### src/rtl/fmtps_pkg.sv
// ----------------------------------------------------------------------------
// fmtps_pkg - shared types and constants of the FM tuner port sequencer
// Request codes, port byte codes, wait codes and the structs that pass
// between the sequencer, the divider and the top level.
// ----------------------------------------------------------------------------
`default_nettype none

package fmtps_pkg;

	// field widths
	localparam int unsigned REQ_W   = 2;
	localparam int unsigned FREQ_W  = 21;
	localparam int unsigned VOL_W   = 4;
	localparam int unsigned BYTE_W  = 8;
	localparam int unsigned WAIT_W  = 2;

	// request codes
	localparam logic [REQ_W-1:0] REQ_FREQ  = 2'd0;
	localparam logic [REQ_W-1:0] REQ_VOL   = 2'd1;
	localparam logic [REQ_W-1:0] REQ_MUTE  = 2'd2;
	localparam logic [REQ_W-1:0] REQ_QUERY = 2'd3;

	// wait codes
	localparam logic [WAIT_W-1:0] WAIT_NONE  = 2'd0;
	localparam logic [WAIT_W-1:0] WAIT_1MS   = 2'd1;
	localparam logic [WAIT_W-1:0] WAIT_100MS = 2'd2;
	localparam logic [WAIT_W-1:0] WAIT_2S    = 2'd3;

	// port byte codes
	localparam logic [BYTE_W-1:0] PORT_BIT_BASE  = 8'hD1;
	localparam logic [BYTE_W-1:0] PORT_ON        = 8'hD8;
	localparam logic [BYTE_W-1:0] PORT_OFF       = 8'hD0;
	localparam logic [BYTE_W-1:0] PORT_RAMP_DOWN = 8'h48;
	localparam logic [BYTE_W-1:0] PORT_VOL_UP    = 8'h98;
	localparam logic [BYTE_W-1:0] PORT_VOL_DOWN  = 8'h58;
	localparam logic [BYTE_W-1:0] PORT_NONE      = 8'h00;

	// frequency arithmetic: (f + IF) / 800, 22-bit dividend
	localparam int unsigned DVD_W     = FREQ_W + 1;
	localparam int unsigned FREQ_DIV  = 800;
	localparam logic [DVD_W-1:0] IF_OFFSET = 22'd171200;

	// 800 = 2^5 * 25: shift out the power of two, then multiply by
	// ceil(2^22 / 25) and keep bits 22 and up; exact for 17-bit operands
	localparam int unsigned DIV_PRE = 5;
	localparam int unsigned RCP_W   = 18;
	localparam int unsigned RCP_SH  = 22;
	localparam logic [RCP_W-1:0] DIV_RCP = 18'd167773;

	// serial tuning word
	localparam int unsigned WORD_LEN = 24;
	localparam int unsigned BIT_CNT_W = $clog2(WORD_LEN);
	localparam logic [WORD_LEN-1:0] WORD_TAIL = 24'hA00000;

	localparam int unsigned FREQ_BITS_DEF = 13;

	// divider start request and response
	typedef struct packed {
		logic             start;
		logic [DVD_W-1:0] dividend;
	} div_req_t;

	typedef struct packed {
		logic             done;
		logic [DVD_W-1:0] quo;
	} div_rsp_t;

	// one result from the sequencer to the output register
	typedef struct packed {
		logic              valid;
		logic [BYTE_W-1:0] port_byte;
		logic [WAIT_W-1:0] wait_code;
		logic              write_valid;
		logic              signal_present;
		logic              last;
	} emit_t;

endpackage

`default_nettype wire

### src/rtl/fmtps_req_if.sv
// ----------------------------------------------------------------------------
// fmtps_req_if - request channel
// valid/ready channel carrying one tuner request.
// ----------------------------------------------------------------------------
`default_nettype none

interface fmtps_req_if;
	import fmtps_pkg::*;

	logic                valid;
	logic                ready;
	logic [REQ_W-1:0]    req_type;
	logic [FREQ_W-1:0]   tune_freq;
	logic [VOL_W-1:0]    volume_level;
	logic [BYTE_W-1:0]   port_read;

	modport source (
		output valid, req_type, tune_freq, volume_level, port_read,
		input  ready
	);

	modport sink (
		input  valid, req_type, tune_freq, volume_level, port_read,
		output ready
	);

endinterface

`default_nettype wire

### src/rtl/fmtps_res_if.sv
// ----------------------------------------------------------------------------
// fmtps_res_if - result channel
// valid/ready channel carrying one port byte with its delay code.
// ----------------------------------------------------------------------------
`default_nettype none

interface fmtps_res_if;
	import fmtps_pkg::*;

	logic                valid;
	logic                ready;
	logic [BYTE_W-1:0]   port_byte;
	logic [WAIT_W-1:0]   wait_code;
	logic                write_valid;
	logic                signal_present;
	logic                last;

	modport source (
		output valid, port_byte, wait_code, write_valid, signal_present, last,
		input  ready
	);

	modport sink (
		input  valid, port_byte, wait_code, write_valid, signal_present, last,
		output ready
	);

endinterface

`default_nettype wire

### src/rtl/fmtps_div.sv
// ----------------------------------------------------------------------------
// fmtps_div - divide by the PLL reference step
// Reciprocal multiply: the dividend is latched on start, the quotient is
// registered from the product, and done pulses as that quotient appears.
// ----------------------------------------------------------------------------
`default_nettype none

module fmtps_div (
	input  logic                clk,
	input  logic                arst_n,
	input  fmtps_pkg::div_req_t dreq,
	output fmtps_pkg::div_rsp_t drsp
);
	import fmtps_pkg::*;

	localparam int unsigned SCL_W = DVD_W - DIV_PRE;
	localparam int unsigned PRD_W = SCL_W + RCP_W;

	logic             busy_q;
	logic             done_q;
	logic [DVD_W-1:0] dvd_q;
	logic [DVD_W-1:0] quo_q;

	logic [PRD_W-1:0] prod;

	// drop the factor of 32, then multiply by the reciprocal of 25
	assign prod = PRD_W'(dvd_q[DVD_W-1:DIV_PRE]) * PRD_W'(DIV_RCP);

	// control
	always_ff @(posedge clk or negedge arst_n) begin
		if (!arst_n) begin
			busy_q <= 1'b0;
			done_q <= 1'b0;
		end else begin
			busy_q <= dreq.start;
			done_q <= busy_q;
		end
	end

	// datapath
	always_ff @(posedge clk) begin
		if (dreq.start) begin
			dvd_q <= dreq.dividend;
		end
		if (busy_q) begin
			quo_q <= DVD_W'(prod[PRD_W-1:RCP_SH]);
		end
	end

	assign drsp.done = done_q;
	assign drsp.quo  = quo_q;

endmodule

`default_nettype wire

### src/rtl/fmtps_seq.sv
// ----------------------------------------------------------------------------
// fmtps_seq - request sequencer
// Holds volume and mute state, drives the divider and steps out the port
// bytes of each request one at a time.
// ----------------------------------------------------------------------------
`default_nettype none

module fmtps_seq #(
	parameter int unsigned FREQ_BITS = fmtps_pkg::FREQ_BITS_DEF
) (
	input  logic                clk,
	input  logic                arst_n,
	fmtps_req_if.sink           req,
	input  logic                take,
	output fmtps_pkg::emit_t    emit,
	output fmtps_pkg::div_req_t dreq,
	input  fmtps_pkg::div_rsp_t drsp
);
	import fmtps_pkg::*;

	localparam logic [2:0] S_IDLE = 3'd0;
	localparam logic [2:0] S_DIV  = 3'd1;
	localparam logic [2:0] S_FBIT = 3'd2;
	localparam logic [2:0] S_FEND = 3'd3;
	localparam logic [2:0] S_RAMP = 3'd4;
	localparam logic [2:0] S_STEP = 3'd5;
	localparam logic [2:0] S_ONE  = 3'd6;

	localparam logic [DVD_W-1:0] FMASK = DVD_W'((64'd1 << FREQ_BITS) - 64'd1);

	logic [2:0]           state_q;
	logic                 ph_q;
	logic [VOL_W-1:0]     vol_q;
	logic                 mute_q;
	logic [VOL_W-1:0]     tgt_q;
	logic                 up_q;
	logic                 on_q;
	logic [WORD_LEN-1:0]  word_q;
	logic [BIT_CNT_W-1:0] cnt_q;
	logic [BYTE_W-1:0]    one_byte_q;
	logic                 one_wv_q;
	logic                 one_sp_q;

	logic [VOL_W-1:0]     vol_nx;
	logic                 acc;

	assign req.ready = (state_q == S_IDLE);
	assign acc       = req.valid && req.ready;
	assign vol_nx    = up_q ? vol_q + 1'b1 : vol_q - 1'b1;

	// divider launch on a frequency request
	assign dreq.start    = acc && (req.req_type == REQ_FREQ);
	assign dreq.dividend = DVD_W'(req.tune_freq) + IF_OFFSET;

	// result for the current step
	always_comb begin
		emit.valid          = 1'b0;
		emit.port_byte      = PORT_NONE;
		emit.wait_code      = WAIT_NONE;
		emit.write_valid    = 1'b1;
		emit.signal_present = 1'b0;
		emit.last           = 1'b0;
		unique case (state_q)
			S_FBIT: begin
				emit.valid     = 1'b1;
				emit.port_byte = PORT_BIT_BASE | {4'b0, on_q, word_q[0], ph_q, 1'b0};
				emit.wait_code = ph_q ? WAIT_1MS : WAIT_NONE;
			end
			S_FEND: begin
				emit.valid     = 1'b1;
				emit.port_byte = on_q ? PORT_ON : PORT_OFF;
				emit.last      = 1'b1;
			end
			S_RAMP: begin
				emit.valid     = 1'b1;
				emit.port_byte = ph_q ? PORT_OFF : PORT_RAMP_DOWN;
				emit.wait_code = ph_q ? WAIT_NONE : WAIT_2S;
				emit.last      = ph_q;
			end
			S_STEP: begin
				emit.valid     = 1'b1;
				emit.port_byte = ph_q ? PORT_ON : (up_q ? PORT_VOL_UP : PORT_VOL_DOWN);
				emit.wait_code = ph_q ? WAIT_NONE : WAIT_100MS;
				emit.last      = ph_q && (vol_nx == tgt_q);
			end
			S_ONE: begin
				emit.valid          = 1'b1;
				emit.port_byte      = one_byte_q;
				emit.write_valid    = one_wv_q;
				emit.signal_present = one_sp_q;
				emit.last           = 1'b1;
			end
			default: begin
				emit.valid = 1'b0;
			end
		endcase
	end

	// control state
	always_ff @(posedge clk or negedge arst_n) begin
		if (!arst_n) begin
			state_q <= S_IDLE;
			ph_q    <= 1'b0;
			vol_q   <= '0;
			mute_q  <= 1'b0;
		end else begin
			unique case (state_q)
				S_IDLE: begin
					ph_q <= 1'b0;
					if (acc) begin
						unique case (req.req_type)
							REQ_FREQ: state_q <= S_DIV;
							REQ_VOL: begin
								if (req.volume_level == vol_q) begin
									if (mute_q) begin
										mute_q  <= 1'b0;
										state_q <= S_ONE;
									end
								end else if (req.volume_level == '0) begin
									state_q <= S_RAMP;
								end else begin
									mute_q  <= 1'b0;
									state_q <= S_STEP;
								end
							end
							REQ_MUTE: begin
								mute_q  <= 1'b1;
								state_q <= S_ONE;
							end
							REQ_QUERY: state_q <= S_ONE;
							default:   state_q <= S_IDLE;
						endcase
					end
				end
				S_DIV: begin
					if (drsp.done) state_q <= S_FBIT;
				end
				S_FBIT: begin
					if (take) begin
						ph_q <= !ph_q;
						if (ph_q && cnt_q == BIT_CNT_W'(WORD_LEN-1)) state_q <= S_FEND;
					end
				end
				S_FEND: begin
					if (take) state_q <= S_IDLE;
				end
				S_RAMP: begin
					if (take) begin
						ph_q <= !ph_q;
						if (ph_q) begin
							vol_q   <= '0;
							state_q <= S_IDLE;
						end
					end
				end
				S_STEP: begin
					if (take) begin
						ph_q <= !ph_q;
						if (ph_q) begin
							vol_q <= vol_nx;
							if (vol_nx == tgt_q) state_q <= S_IDLE;
						end
					end
				end
				S_ONE: begin
					if (take) state_q <= S_IDLE;
				end
				default: state_q <= S_IDLE;
			endcase
		end
	end

	// request payload and tuning word
	always_ff @(posedge clk) begin
		if (acc) begin
			on_q       <= (vol_q != '0) && !mute_q;
			tgt_q      <= req.volume_level;
			up_q       <= req.volume_level > vol_q;
			one_byte_q <= PORT_NONE;
			one_wv_q   <= 1'b0;
			one_sp_q   <= 1'b0;
			unique case (req.req_type)
				REQ_VOL:   begin one_byte_q <= PORT_ON;  one_wv_q <= 1'b1; end
				REQ_MUTE:  begin one_byte_q <= PORT_OFF; one_wv_q <= 1'b1; end
				REQ_QUERY: one_sp_q <= !req.port_read[1];
				default:   one_wv_q <= 1'b1;
			endcase
		end
		if (state_q == S_DIV && drsp.done) begin
			word_q <= WORD_TAIL | WORD_LEN'({drsp.quo & FMASK, 1'b0});
			cnt_q  <= '0;
		end else if (state_q == S_FBIT && take && ph_q) begin
			word_q <= {1'b0, word_q[WORD_LEN-1:1]};
			cnt_q  <= cnt_q + 1'b1;
		end
	end

	// divider only finishes while the sequencer waits for it
	a_div_done: assert property (@(posedge clk) disable iff (!arst_n)
		drsp.done |-> state_q == S_DIV)
		else $error("divider done outside divide wait");

	// stepping never runs with the volume already at target
	a_step_tgt: assert property (@(posedge clk) disable iff (!arst_n)
		state_q == S_STEP |-> vol_q != tgt_q)
		else $error("volume stepping at target");

	// the final result of a run returns the sequencer to idle
	a_last_idle: assert property (@(posedge clk) disable iff (!arst_n)
		emit.valid && take && emit.last |=> state_q == S_IDLE)
		else $error("sequencer busy after last result");

endmodule

`default_nettype wire

### src/rtl/fm_tuner_port_sequencer.sv
// ----------------------------------------------------------------------------
// fm_tuner_port_sequencer - FM tuner card port sequencer
// Turns tuner requests into runs of control port bytes with delay codes.
// ----------------------------------------------------------------------------
//  channel | dir | payload                                         | flow
//  req     | in  | req_type, tune_freq, volume_level, port_read     | valid/ready
//  res     | out | port_byte, wait_code, write_valid, signal_present,| valid/ready
//          |     | last                                             |
//
//  One request at a time; ready is high only while the sequencer idles.
//  Set frequency: accept and latch the dividend, reciprocal multiply, load the
//  word, then 49 results at one per cycle when the output does not stall.
//  Volume: up to 30 results, one per cycle; mute and signal query: 1 result.
//  Reset clears volume step, mute flag and all handshake state.
//  A stalled result holds in the output register; the sequencer waits.
// ----------------------------------------------------------------------------
`default_nettype none

module fm_tuner_port_sequencer #(
	parameter int unsigned FREQ_BITS = fmtps_pkg::FREQ_BITS_DEF
) (
	input  logic      clk,
	input  logic      arst_n,
	fmtps_req_if.sink req,
	fmtps_res_if.source res
);
	import fmtps_pkg::*;

	emit_t    emit;
	div_req_t dreq;
	div_rsp_t drsp;
	logic     take;

	logic              out_valid_q;
	logic [BYTE_W-1:0] port_byte_q;
	logic [WAIT_W-1:0] wait_code_q;
	logic              write_valid_q;
	logic              signal_present_q;
	logic              last_q;

	fmtps_div u_div (
		.clk    (clk),
		.arst_n (arst_n),
		.dreq   (dreq),
		.drsp   (drsp)
	);

	fmtps_seq #(
		.FREQ_BITS (FREQ_BITS)
	) u_seq (
		.clk    (clk),
		.arst_n (arst_n),
		.req    (req),
		.take   (take),
		.emit   (emit),
		.dreq   (dreq),
		.drsp   (drsp)
	);

	// output register takes a new result when empty or being drained
	assign take = emit.valid && (!out_valid_q || res.ready);

	always_ff @(posedge clk or negedge arst_n) begin
		if (!arst_n) begin
			out_valid_q <= 1'b0;
		end else if (take) begin
			out_valid_q <= 1'b1;
		end else if (res.ready) begin
			out_valid_q <= 1'b0;
		end
	end

	always_ff @(posedge clk) begin
		if (take) begin
			port_byte_q      <= emit.port_byte;
			wait_code_q      <= emit.wait_code;
			write_valid_q    <= emit.write_valid;
			signal_present_q <= emit.signal_present;
			last_q           <= emit.last;
		end
	end

	assign res.valid          = out_valid_q;
	assign res.port_byte      = port_byte_q;
	assign res.wait_code      = wait_code_q;
	assign res.write_valid    = write_valid_q;
	assign res.signal_present = signal_present_q;
	assign res.last           = last_q;

endmodule

`default_nettype wire

### src/flat_wrapper.sv
// flat-port wrapper written by rule: the top's interface ports become plain ports
module fm_tuner_port_sequencer_flat import fmtps_pkg::*;
#(
	parameter int unsigned FREQ_BITS = fmtps_pkg::FREQ_BITS_DEF
)
  (clk, arst_n, req_valid, req_req_type, req_tune_freq, req_volume_level, req_port_read, req_ready, res_valid, res_port_byte, res_wait_code, res_write_valid, res_signal_present, res_last, res_ready);
  fmtps_req_if req_i ();
  fmtps_res_if res_i ();
  input  logic clk;
  input  logic arst_n;
  input wire logic [$bits(req_i.valid)-1:0] req_valid;
  input wire logic [$bits(req_i.req_type)-1:0] req_req_type;
  input wire logic [$bits(req_i.tune_freq)-1:0] req_tune_freq;
  input wire logic [$bits(req_i.volume_level)-1:0] req_volume_level;
  input wire logic [$bits(req_i.port_read)-1:0] req_port_read;
  output wire logic [$bits(req_i.ready)-1:0] req_ready;
  output wire logic [$bits(res_i.valid)-1:0] res_valid;
  output wire logic [$bits(res_i.port_byte)-1:0] res_port_byte;
  output wire logic [$bits(res_i.wait_code)-1:0] res_wait_code;
  output wire logic [$bits(res_i.write_valid)-1:0] res_write_valid;
  output wire logic [$bits(res_i.signal_present)-1:0] res_signal_present;
  output wire logic [$bits(res_i.last)-1:0] res_last;
  input wire logic [$bits(res_i.ready)-1:0] res_ready;
  assign req_i.valid = req_valid;
  assign req_i.req_type = req_req_type;
  assign req_i.tune_freq = req_tune_freq;
  assign req_i.volume_level = req_volume_level;
  assign req_i.port_read = req_port_read;
  assign req_ready = req_i.ready;
  assign res_valid = res_i.valid;
  assign res_port_byte = res_i.port_byte;
  assign res_wait_code = res_i.wait_code;
  assign res_write_valid = res_i.write_valid;
  assign res_signal_present = res_i.signal_present;
  assign res_last = res_i.last;
  assign res_i.ready = res_ready;
  fm_tuner_port_sequencer #(.FREQ_BITS(FREQ_BITS)) u_core (.clk(clk), .arst_n(arst_n), .req(req_i), .res(res_i));
endmodule
### config.mk
export PLATFORM = sky130hd
export DESIGN_NAME = fm_tuner_port_sequencer_flat
export DESIGN_NICKNAME = d
export VERILOG_FILES = /design/src/rtl/fmtps_pkg.sv /design/src/rtl/fmtps_req_if.sv /design/src/rtl/fmtps_res_if.sv /design/src/rtl/fmtps_div.sv /design/src/rtl/fmtps_seq.sv /design/src/rtl/fm_tuner_port_sequencer.sv /design/src/flat_wrapper.sv
export SDC_FILE = /design/constraint.sdc
export NUM_CORES = 1
export LEC_CHECK = 0
export BUFFER_PORTS_ARGS = -buffer_cell sky130_fd_sc_hd__buf_4
export CAP_MARGIN = 30
export CORE_UTILIZATION = 33
export CTS_CLUSTER_SIZE = 25
export DETAILED_ROUTE_END_ITERATION = 10
export SLEW_MARGIN = 20
export SYNTH_ARGS = -nofsm -noshare
export SYNTH_HDL_FRONTEND = slang
export SYNTH_SLANG_ARGS = --single-unit
### constraint.sdc
create_clock -name clk -period 13 [get_ports clk]
set_input_delay 0.65 -clock clk [delete_from_list [all_inputs] [get_ports clk]]
set_output_delay 0.65 -clock clk [all_outputs]
set_load 0.005 [all_outputs]
==> results.env, run 1 <==
OVERALL_VIA_COUNT_FROM_DETAIL_ROUTE=6476
PORTBUFFERS=40
POST_DRT_WL_PER_CELL_UM=13.7
SYN_INST=967
POSTLAYOUTCOREUTIL=0.374
FINAL_MAX_SLEW_VIOL_COUNT=0
GP_CONGESTION=0.856
MIN_PERIOD_NS=6.14
MET2_WIRELENGTH_UM=9450
TCRIT_TCLK_FINAL=0.473
WORST_PATH_CLASS_SETUP='flop to flop'
HPWL_UM=16100
DR.PASS1.ITERS=5
TIMING.CRITICAL_PATH.REQUIRED_NS=13.10
GLOBAL_ROUTE.OVERFLOW_TOTAL=0
CTSHTREEMAXLEVEL=3
ANTENNA_CELLS_INSERTED=0
FINCLKSKEW_NS=0.0117
CELLLEAKAGEPOWER_nW=5.27
FINALWIRELENGTH_UM=19100
FP-ROW-COUNT=62
TOTAL_OF_ENDPOINTS_WITH_NEGATIVE_SETUP_SLACK_IN_THE_FINAL_REPORT=0
AVGSYNTHCELLAREA_UM2=10.2
MAX_INCR_DELAY_ON_CP_NS=0.64
CLOCK_SINK_COUNT=93
CRITPATHLAUNCH='u_core.u_div.dvd_q[8]'
DRT-MET1-WL_UM=8440
CTSLONGESTPATHBUFFERS=2
HOLD_CLASS='primary input to asynchronous set/reset pin'
GRT_SETUP_UNREPAIRED='false'
FMAXACHIEVABLE_MHz=163
VDD_IR_DROP_MAX_mV=0.123
CLOCKROOTBUFFER='clkbuf_16'
LAYOUT.NETS=1305
YS.WARNINGS.COUNT=0
LAYOUT_CELLS_SIZED_ABOVE_1=0.0695
DETAIL-ROUTE-ANTENNA-NETS=0
GRTUSAGETOTAL=0.133
SYNTH_SEQ_CELLS=93
SYNTH.LARGEST_AREA_CELL='fa_1'
CRIT_PATH_END_KIND='flop'
SYNTH_TOP_FLOP_CELL='edfxtp_1'
CLK_TRANSITION_REPORTED_PATHS_NS=0.08
SYNTH.LIB_CELLS_USED.DISTINCT=66
CRITPATHLAUNCHTYPE='flop'
CTS.HOLD.BUFFERS_ADDED=0
MET3_WIRELENGTH_UM=743
VIAS_PER_CELL=4.66
WORST-ENDPOINT-ARRIVAL_NS=6.24
LAYOUT-AREA-OVERHEAD-VS-SYNTH_PCT=10.4
CRIT_SLOWEST_CELL='fa_1'
TOP_ROUTING_LAYER_USED='met4'
DIE_W_UM=175
CLK_LATENCY_NS=0.35
DRC_VIOLATIONS_LEFT=0
AREA_OF_THE_DIE_UM2=30500
SETUP_TOTAL_NEGATIVE_SLACK_NS=0
TIMING.REG2REG.WORST_PATH_DEPTH=19
CORE_AREA_UM2=29000
CRIT_CHAIN='fa_1 -> inv_1 -> fa_1 -> inv_1 -> fa_1 -> inv_1 -> fa_1 -> inv_1 -> fa_1 -> inv_1 -> fa_1 -> inv_1 -> ha_1 -> a21oi_1 -> o21ai_0 -> a22oi_1 -> a21oi_1 -> or4_1 -> and4b_1'
MAX-SLEW-MARGIN-REL=0.410
SYNTH-EDFF-COUNT=65
DIE_H_UM=175
GRT_START_MAX_NET_PINS=31
NUMBER_OF_BUFFERS_ADDED_BY_THE_CLOCK_TREE_SYNTHESIS_STEP=9
POSTCTSSETUPBUFFERS=0
STATUS='finished, final reports clean'
NETLIST.AREA_LEADER.SHARE=0.220
FINALHOLDVIOLCOUNT=0
SYNTH_SEQ_AREA_SHARE=0.262
SYN-CELL-AREA_UM2=9830
CTS.REPAIR.RESIZED=0
POWER.DENSITY_nW_PER_UM2=201
DRV_CAP=0
GRT_PASS1_VIAS=6831
SYNTH_TOP_CELLS_BY_AREA='fa_1 (22%), edfxtp_1 (20%), ha_1 (20%), inv_1 (8.4%), dfxtp_1 (3.3%)'
CRIT-REG2REG-LAUNCH='u_core.u_div.dvd_q[8]'
DETAILED_ROUTER_S_FIRST_ITERATION_VIOLATION_COUNT=272
CRIT_FANOUT=7
INITIAL_CORE_UTIL=0.339
SYNTHESIS.NETS=1270
BOUNDARYPINS=54
LEAST_MARGIN_PIN_SLEW_NS=0.884
SYNTH_ASYNC_SR_FLOP_SHARE=0.129
GRT_ANTENNA_BEFORE_REPAIR=0
TRITONCTS='yes'
GRT_FIRST_PASS_WIRELENGTH_UM=32700
==> cell families after synthesis <==
kind of cell	count (synthesis)	share of synthesized area
compound gates	154	0.104
xor+xnor	34	0.0303
fa+ha+maj	264	0.418
buf+inv	241	0.0932
flops	93	0.262
mux	2	0.00216
other cells	1	0.000381
simple gates	178	0.0897
==> cell type report <==
type,instances,area (um2)
Clock buffer,9,225
Timing Repair Buffer,44,330
Sequential cell,93,2570
Fill cell,2929,18200
Multi-Input combinational cell,633,6340
Clock inverter,7,75.1
Tap cell,384,480
Inverter,221,830
==> flip-flops by register name, indices dropped and copies added (netlist names), 3 cells and up <==
name                  cells
u_core.res.port_byte      7
u_core.u_div.dvd_q       17
u_core.u_div.quo_q       13
u_core.u_seq.cnt_q        5
u_core.u_seq.state_q      3
u_core.u_seq.tgt_q        4
u_core.u_seq.vol_q        4
u_core.u_seq.word_q      24
==> through the flow <==
stage               power, mW  cell area (um2)  setup WS (ns)  std cells  hold WS [ns]
detailed placement       1.93            10500           6.78       1373         0.442
global placement         1.91            10500           6.84       1373         0.435
CTS                      2.20            10800           6.79       1389         0.120
global route             2.44            10900           6.52       1391         0.116
finish                   2.18            10900           6.86       1391         0.127
floorplan                1.58             9830           7.40        967         0.354
==> layer usage <==
metal / up-vias / track usage
li1: 3273 / -
met1: 3078 / 0.167
met2: 99 / 0.233
met3: 26 / 0.0242
met4: 0 / 0.0409
met5: - / 0
==> worst max-delay path, delay by kind of cell, from the launching register on <==
| kind | cells | cell delay, ns |
|---|---|---|
| adder cells (fa/ha/maj) | 7 | 3.46 |
| buffers and inverters | 6 | 0.32 |
| AND/OR/NAND/NOR | 2 | 0.61 |
| AO/OA/AOI/OAI | 4 | 0.95 |
| flip-flops | 1 | 0.55 |
==> layout by cell type, fill, tap and decap left out, types with 6 or more instances in the layout <==
cell type	instances
xor2_1	16
nand2_1	64
dfxtp_1	16
xnor2_1	18
nand4_1	8
a22o_1	13
buf_4	44
fa_1	108
nor3_1	10
nor2b_1	7
a21oi_1	46
nor2_1	33
nand3_1	13
dfrtp_1	12
nand2b_1	6
clkbuf_16	9
edfxtp_1	65
a21o_1	18
o211ai_1	6
inv_1	221
o21ai_0	27
ha_1	156
nor4_1	7
==> path summary, 6_finish.rpt <==
path                                            to  slack (ns)
min in group clk           u_core.u_seq.word_q[15]        0.45
min reg2reg                u_core.u_seq.word_q[15]        0.45
max in group asynchronous        u_core.u_seq.ph_q       12.70
max reg2reg                  u_core.u_div.quo_q[1]        6.86
min                          u_core.u_seq.vol_q[2]        0.13
max                          u_core.u_div.quo_q[1]        6.86
==> cells in the mapped netlist, types with 8 or more instances <==
library cell	count
xor2_1	16
a21o_1	18
nor2_1	33
ha_1	156
inv_1	221
dfrtp_1	12
nand4_1	8
fa_1	108
xnor2_1	18
nor3_1	10
edfxtp_1	65
a22o_1	13
o21ai_0	27
a21oi_1	46
clkbuf_1	11
nand2_1	64
dfxtp_1	16
nand3_1	13
==> report_power, final <==
| part | switching (mW) | internal [mW] | leakage [nW] |
|---|---|---|---|
| Sequential | 0.0625 | 0.416 | 0.880 |
| Combinational | 0.834 | 0.608 | 4.24 |
| Clock | 0.123 | 0.136 | 0.145 |
| Total | 1.02 | 1.16 | 5.27 |
(Power assumes the default switching activity.)
==> run 2, diff against run 1 <==
==> constraint.sdc (replaced) <==
create_clock -name clk -period 5.4 [get_ports clk]
set_input_delay 0.27 -clock clk [delete_from_list [all_inputs] [get_ports clk]]
set_output_delay 0.27 -clock clk [all_outputs]
set_load 0.005 [all_outputs]
==> run 2 against run 1 <==
Net effect: die area unchanged; highest routed layer unchanged; routed wire length is 10% higher; maximum frequency up 11%; clock power is 140% higher; sequential power rose by 140%; critical path depth fell by 1; the flow now finishes with violations (setup timing); utilization up 4.6 points; cell count increased by 7.5%.
==> results.env, run 2 (same netlist as run 1, synthesis figures left out) <==
STATUS='finished with violations'
VIOLATIONS_IN_THE_FINAL_REPORTS='setup timing'
DETAILED_ROUTER_S_FIRST_ITERATION_VIOLATION_COUNT=426
MAX_INCR_DELAY_ON_CP_NS=0.57
MOST-COMMON-LAYOUT-CELLS='inv_1 (205), buf_4 (137), ha_1 (135), fa_1 (100), edfxtp_1 (65)'
GRT_SETUP_UNREPAIRED='true'
CTSHTREEMAXLEVEL=3
BOUNDARYPINS=54
LARGEST_REGISTER='u_core.u_seq.word_q'
DRV_CAP=0
GP_CONGESTION=0.891
GLOBAL_ROUTE.OVERFLOW_TOTAL=0
PATH_COMMON_CELL='fa_1'
CLOCKROOTBUFFER='clkbuf_16'
LEAST_MARGIN_PIN_SLEW_NS=0.916
INITIAL_CORE_UTIL=0.339
OVERALL_VIA_COUNT_FROM_DETAIL_ROUTE=6969
GRT_ANTENNA_BEFORE_REPAIR=0
FINAL_MAX_SLEW_VIOL_COUNT=0
CTSLONGESTPATHBUFFERS=2
GRT_START_MAX_NET_PINS=31
POST_DRT_WL_PER_CELL_UM=14.1
HPWL_UM=17200
FINALWIRELENGTH_UM=21000
MAX-SLEW-MARGIN-REL=0.389
VDD_IR_DROP_MAX_mV=0.398
WORST_PATH_CLASS_SETUP='flop to flop'
TIMING.CRITICAL_PATH.REQUIRED_NS=5.50
NUMBER_OF_BUFFERS_ADDED_BY_THE_CLOCK_TREE_SYNTHESIS_STEP=9
VIAS_PER_CELL=4.66
FINALHOLDVIOLCOUNT=0
PORTBUFFERS=40
TOP_REGS='u_core.u_seq.word_q x24, u_core.u_div.dvd_q x17, u_core.u_div.quo_q x13'
CELLLEAKAGEPOWER_nW=5.82
SETUP_WS_NS=-0.135
POWER.SHARE.CLOCK=0.087
DIE_W_UM=175
FMAXACHIEVABLE_MHz=181
CLOCK_SINK_COUNT=93
GRT_FIRST_PASS_WIRELENGTH_UM=35500
CRITPATHLAUNCHTYPE='flop'
CRIT_PATH_END_KIND='flop'
POWER_SWITCHING_mW=3.23
PLACED_AREA_UM2=11200
INTERNAL_POWER_mW=3.97
CRIT_FANOUT=3
CLK_LATENCY_NS=0.35
TRITONCTS='yes'
GRT_PASS1_VIAS=7360
LARGEST_REGISTER_FF_COUNT=24
SEQ_POWER_SHARE=0.159
CP.BUFFERS_INVERTERS=5
AREA_OF_THE_DIE_UM2=30500
SWITCHING_SHARE=0.449
POWER.DENSITY_nW_PER_UM2=590
DRC_VIOLATIONS_LEFT=0
LAYOUT-AREA-OVERHEAD-VS-SYNTH_PCT=24.1
FINALINSTANCEAREA_UM2=12200
HOLD_CLASS='primary input to flop'
SHARE_COMB_OF_TOTAL_POWER=0.754
CORE_AREA_UM2=29000
LAYOUT.NETS=1410
CELL_FAMILY_WITH_THE_LARGEST_SHARE_OF_CRITICAL_PATH_DELAY='adder cells'
DIE_H_UM=175
FP-ROW-COUNT=62
LAYOUT_CELLS_SIZED_ABOVE_1=0.228
TCRIT_TCLK_FINAL=1.02
CLK_TRANSITION_REPORTED_PATHS_NS=0.07
TOTAL_OF_ENDPOINTS_WITH_NEGATIVE_SETUP_SLACK_IN_THE_FINAL_REPORT=5
MIN_PERIOD_NS=5.53
CRIT_CHAIN='ha_1 -> inv_1 -> fa_1 -> inv_1 -> fa_1 -> fa_1 -> fa_1 -> inv_1 -> fa_1 -> inv_1 -> ha_4 -> nand4_1 -> nor3_4 -> nand3_2 -> o211ai_1 -> buf_4 -> a31oi_4 -> xnor2_1'
SETUP_TOTAL_NEGATIVE_SLACK_NS=-0.312
WORST-ENDPOINT-ARRIVAL_NS=5.64
CRIT_SLOWEST_CELL='fa_1'
DR.PASS1.ITERS=4
GRTUSAGETOTAL=0.145
MOST_COMMON_CELL_AFTER_LAYOUT_FILL_AND_TAPS_ASIDE='inv_1'
FINCLKSKEW_NS=0.0125
ANTENNA_CELLS_INSERTED=0
DETAIL-ROUTE-ANTENNA-NETS=0
[run 2: cell count changes in the layout (fill, tap and decap cells not counted), moves of 11 or more]
cell,change
inv_1,-16
inv_2,+16
ha_1,-21
ha_4,+17
buf_6,+11
buf_4,+93
[run 2: final cells by class]
| cell class | count | area (um2) |
|---|---|---|
| clock buffer | 9 | 225 |
| fill | 2794 | 16800 |
| multi-input combinational | 633 | 6860 |
| timing repair buffer | 149 | 1160 |
| inverter | 221 | 830 |
| tap | 384 | 480 |
| clock inverter | 7 | 75.1 |
| sequential | 93 | 2570 |
[run 2: worst paths after layout]
kind	from	end	slack, ns	depth (start not counted)
min in group asynchronous	arst_n	u_core.u_seq.vol_q[2]	0.29	2
hold / removal	req_tune_freq[5]	u_core.u_div.dvd_q[5]	0.09	1
max in group asynchronous	arst_n	u_core.u_seq.ph_q	4.94	2
setup / recovery	u_core.u_div.dvd_q[18]	u_core.u_div.quo_q[7]	-0.13	18
hold reg to reg	u_core.u_seq.word_q[17]	u_core.u_seq.word_q[16]	0.45	2
setup reg to reg	u_core.u_div.dvd_q[18]	u_core.u_div.quo_q[7]	-0.13	18
[run 2: metal layers]
metal / GRT usage / vias up / routed length [um]
li1: - / 3480 / -
met1: 0.185 / 3367 / 9540
met2: 0.260 / 107 / 10600
met3: 0.0211 / 15 / 592
met4: 0.0297 / 0 / 259
met5: 0 / - / 0
[run 2: power groups by stage]
stage / clock network [mW] / logic (mW) / registers [mW]
2_1_floorplan: 0 / 2.77 / 1.09
3_3_place_gp: 0 / 3.97 / 1.16
3_5_place_dp: 0 / 4.04 / 1.16
4_1_cts: 0.645 / 4.88 / 1.14
5_1_grt: 0.673 / 6.05 / 1.17
6_report: 0.627 / 5.43 / 1.14
[run 2: what timing repair did]
item | 4_1_cts | 5_1_grt
cloned | 0 | 0
hold buffers | 1 | 0
buffers inserted | 14 | 7
endpoints found under the setup margin | 13 | 13
resized for setup | 69 | 38
hold endpoints to repair | 12 | 0
pin swaps | 68 | 39
[run 2: stage by stage]
stage          setup WS, ns  power [mW]  std cells   util  hold slack [ns]
2_1_floorplan        0.0122        3.86        967      -          -0.0256
5_1_grt              -0.304        7.90       1496  0.421           0.0854
3_3_place_gp         -0.175        5.13       1457  0.386            0.123
6_report             -0.135        7.20       1496  0.421           0.0943
3_5_place_dp         -0.272        5.20       1457  0.386            0.124
4_1_cts             -0.0787        6.67       1488  0.412           0.0841
==> run 3, diff against run 2 <==
==> constraint.sdc (replaced) <==
create_clock -name clk -period 5.5 [get_ports clk]
set_input_delay 0.275 -clock clk [delete_from_list [all_inputs] [get_ports clk]]
set_output_delay 0.275 -clock clk [all_outputs]
set_load 0.005 [all_outputs]
==> run 3 against run 2 <==
Net effect: worst hold slack got worse by 0.0018 ns; worst setup slack improved by 0.11 ns; utilization rose by 0.19 points; power fell by 2.1%; cell count fell by 0.13%; combinational power fell by 3%; non-clock buffer count fell by 2; the flow still finishes with violations (setup timing); sequential power barely moved; clock power rose by 6.9%; global-route usage fell by 0.31 points; maximum frequency rose by 0.22%.
==> results.env, run 3 (same netlist as run 1, synthesis figures left out) <==
STATUS='finished with violations'
VIOLATIONS_IN_THE_FINAL_REPORTS='setup timing'
LEAST_MARGIN_PIN_SLEW_NS=0.911
PLACED_AREA_UM2=11200
CRIT_SLOWEST_CELL='fa_2'
GRT_ANTENNA_BEFORE_REPAIR=0
PORTBUFFERS=40
DETAIL-ROUTE-ANTENNA-NETS=0
WORST-ENDPOINT-ARRIVAL_NS=5.71
DIE_H_UM=175
SWITCHING_SHARE=0.451
TOTAL_OF_ENDPOINTS_WITH_NEGATIVE_SETUP_SLACK_IN_THE_FINAL_REPORT=1
GRT_START_MAX_NET_PINS=31
CLK_TRANSITION_REPORTED_PATHS_NS=0.08
SHARE_COMB_OF_TOTAL_POWER=0.746
GRT_PASS1_VIAS=7199
CLK_LATENCY_NS=0.35
LARGEST_REGISTER_FF_COUNT=24
AREA_OF_THE_DIE_UM2=30500
MAX_INCR_DELAY_ON_CP_NS=0.56
GRTUSAGETOTAL=0.142
MAX-SLEW-MARGIN-REL=0.393
FINALINSTANCEAREA_UM2=12300
FINALHOLDVIOLCOUNT=0
TRITONCTS='yes'
MOST-COMMON-LAYOUT-CELLS='inv_1 (210), buf_4 (138), ha_1 (133), fa_1 (98), edfxtp_1 (65)'
VDD_IR_DROP_MAX_mV=0.358
FINAL_MAX_SLEW_VIOL_COUNT=0
CLOCK_SINK_COUNT=93
LAYOUT_CELLS_SIZED_ABOVE_1=0.230
GLOBAL_ROUTE.OVERFLOW_TOTAL=0
MOST_COMMON_CELL_AFTER_LAYOUT_FILL_AND_TAPS_ASIDE='inv_1'
SETUP_WS_NS=-0.0229
DR.PASS1.ITERS=6
GRT_SETUP_UNREPAIRED='true'
FP-ROW-COUNT=62
FINALWIRELENGTH_UM=21100
CTSLONGESTPATHBUFFERS=2
FILL_CELLS=2803
TCRIT_TCLK_FINAL=1.00
CRIT_FANOUT=5
INITIAL_CORE_UTIL=0.339
TIMING.CRITICAL_PATH.REQUIRED_NS=5.69
SMALLEST_HOLD_SLACK_NS=0.0925
LAYOUTNONFILLERINSTCOUNT=1494
CRITPATHLAUNCHTYPE='flop'
DRV_CAP=0
POWER.DENSITY_nW_PER_UM2=575
DIE_W_UM=175
POWER.SHARE.CLOCK=0.095
SEQ_POWER_SHARE=0.159
POWER_SWITCHING_mW=3.18
TOP_REGS='u_core.u_seq.word_q x24, u_core.u_div.dvd_q x17, u_core.u_div.quo_q x13'
MIN_PERIOD_NS=5.52
TIMING.REG2REG.WORST_PATH_DEPTH=18
VIAS_PER_CELL=4.69
LAYOUT-AREA-OVERHEAD-VS-SYNTH_PCT=24.6
GP_CONGESTION=0.865
NUMBER_OF_BUFFERS_ADDED_BY_THE_CLOCK_TREE_SYNTHESIS_STEP=9
CRIT_CHAIN='buf_6 -> fa_2 -> fa_2 -> inv_2 -> fa_1 -> fa_2 -> fa_1 -> inv_1 -> fa_1 -> inv_1 -> ha_2 -> buf_4 -> a21oi_1 -> a21o_1 -> a41oi_2 -> buf_4 -> a211o_1 -> a31oi_2'
R2R_SLACK_NS=-0.02
TIMING.HOLD.WORST_PATH_DEPTH=1
POST_DRT_WL_PER_CELL_UM=14.1
BOUNDARYPINS=54
INTERNAL_POWER_mW=3.87
CRIT_PATH_END_KIND='flop'
CORE_AREA_UM2=29000
FINCLKSKEW_NS=0.00700
HOLD_CLASS='primary input to flop'
LAYOUT.NETS=1408
CLOCKROOTBUFFER='clkbuf_16'
CTSHTREEMAXLEVEL=3
CELLLEAKAGEPOWER_nW=5.81
GRT_FIRST_PASS_WIRELENGTH_UM=34500
DRC_VIOLATIONS_LEFT=0
OVERALL_VIA_COUNT_FROM_DETAIL_ROUTE=7006
DP_CELLS=1458
DETAILED_ROUTER_S_FIRST_ITERATION_VIOLATION_COUNT=299
HPWL_UM=17000
WORST_PATH_CLASS_SETUP='flop to flop'
FMAXACHIEVABLE_MHz=181
ANTENNA_CELLS_INSERTED=0
LARGEST_REGISTER='u_core.u_seq.word_q'
[run 3: changes by cell type in the layout (fill, tap and decap cells not counted), sizes merged]
cell    previous run  this run
clkinv             2         1
bufinv             0         1
buf              148       146
[run 3: final timing paths]
path                                              start                       to
min in group asynchronous                        arst_n    u_core.u_seq.vol_q[2]
worst max-delay path             u_core.u_div.dvd_q[12]   u_core.u_div.quo_q[12]
max in group asynchronous                        arst_n        u_core.u_seq.ph_q
worst max register to register   u_core.u_div.dvd_q[12]   u_core.u_div.quo_q[12]
worst min-delay path                   req_tune_freq[5]    u_core.u_div.dvd_q[5]
worst min register to register  u_core.u_seq.word_q[23]  u_core.u_seq.word_q[22]
[run 3: what timing repair did]
action	CTS	global route
pin swaps	40	66
resized for setup	43	72
endpoints found under the hold margin	12	0
setup buffers	7	12
setup endpoints to repair	13	13
hold buffers	1	0
[run 3: metrics by stage]
step,TNS [ns],util,setup slack [ns],power [mW]
after floorplan,0,-,0.00701,3.75
after global placement,-1.04,0.386,-0.182,4.98
after detailed placement,-1.82,0.386,-0.267,5.02
after CTS,-0.0443,0.406,-0.0254,6.31
after global routing,-0.616,0.422,-0.156,7.69
final,-0.0229,0.422,-0.0229,7.05
[run 3: final cells by class]
class / count / area (um2) / share of cell area
Clock inverter: 7 / 88.8 / 0.00725
Multi-Input combinational cell: 633 / 6920 / 0.565
Sequential cell: 93 / 2570 / 0.210
Clock buffer: 9 / 225 / 0.0184
Tap cell: 384 / 480 / 0.0392
Inverter: 221 / 832 / 0.0679
Timing Repair Buffer: 147 / 1140 / 0.0927
[run 3: routing by layer]
metal | wire length [um] | track usage
met1 | 9510 | 0.178
met2 | 10700 | 0.254
met3 | 556 | 0.0194
met4 | 365 | 0.0399
met5 | 0 | 0
[run 3: power groups by stage]
stage	combinational (mW)	sequential (mW)	clock (mW)
global route	5.83	1.15	0.711
global placement	3.85	1.14	0
detailed placement	3.89	1.14	0
floorplan	2.68	1.07	0
finish	5.26	1.12	0.670
CTS	4.49	1.12	0.689
[run 3: critical path: cells and delay by family, from the launching register on]
kind            cells  cell delay (ns)
fa+ha+maj           7             3.25
compound gates      5             0.99
buf+inv             6             0.64
flops               1             0.47
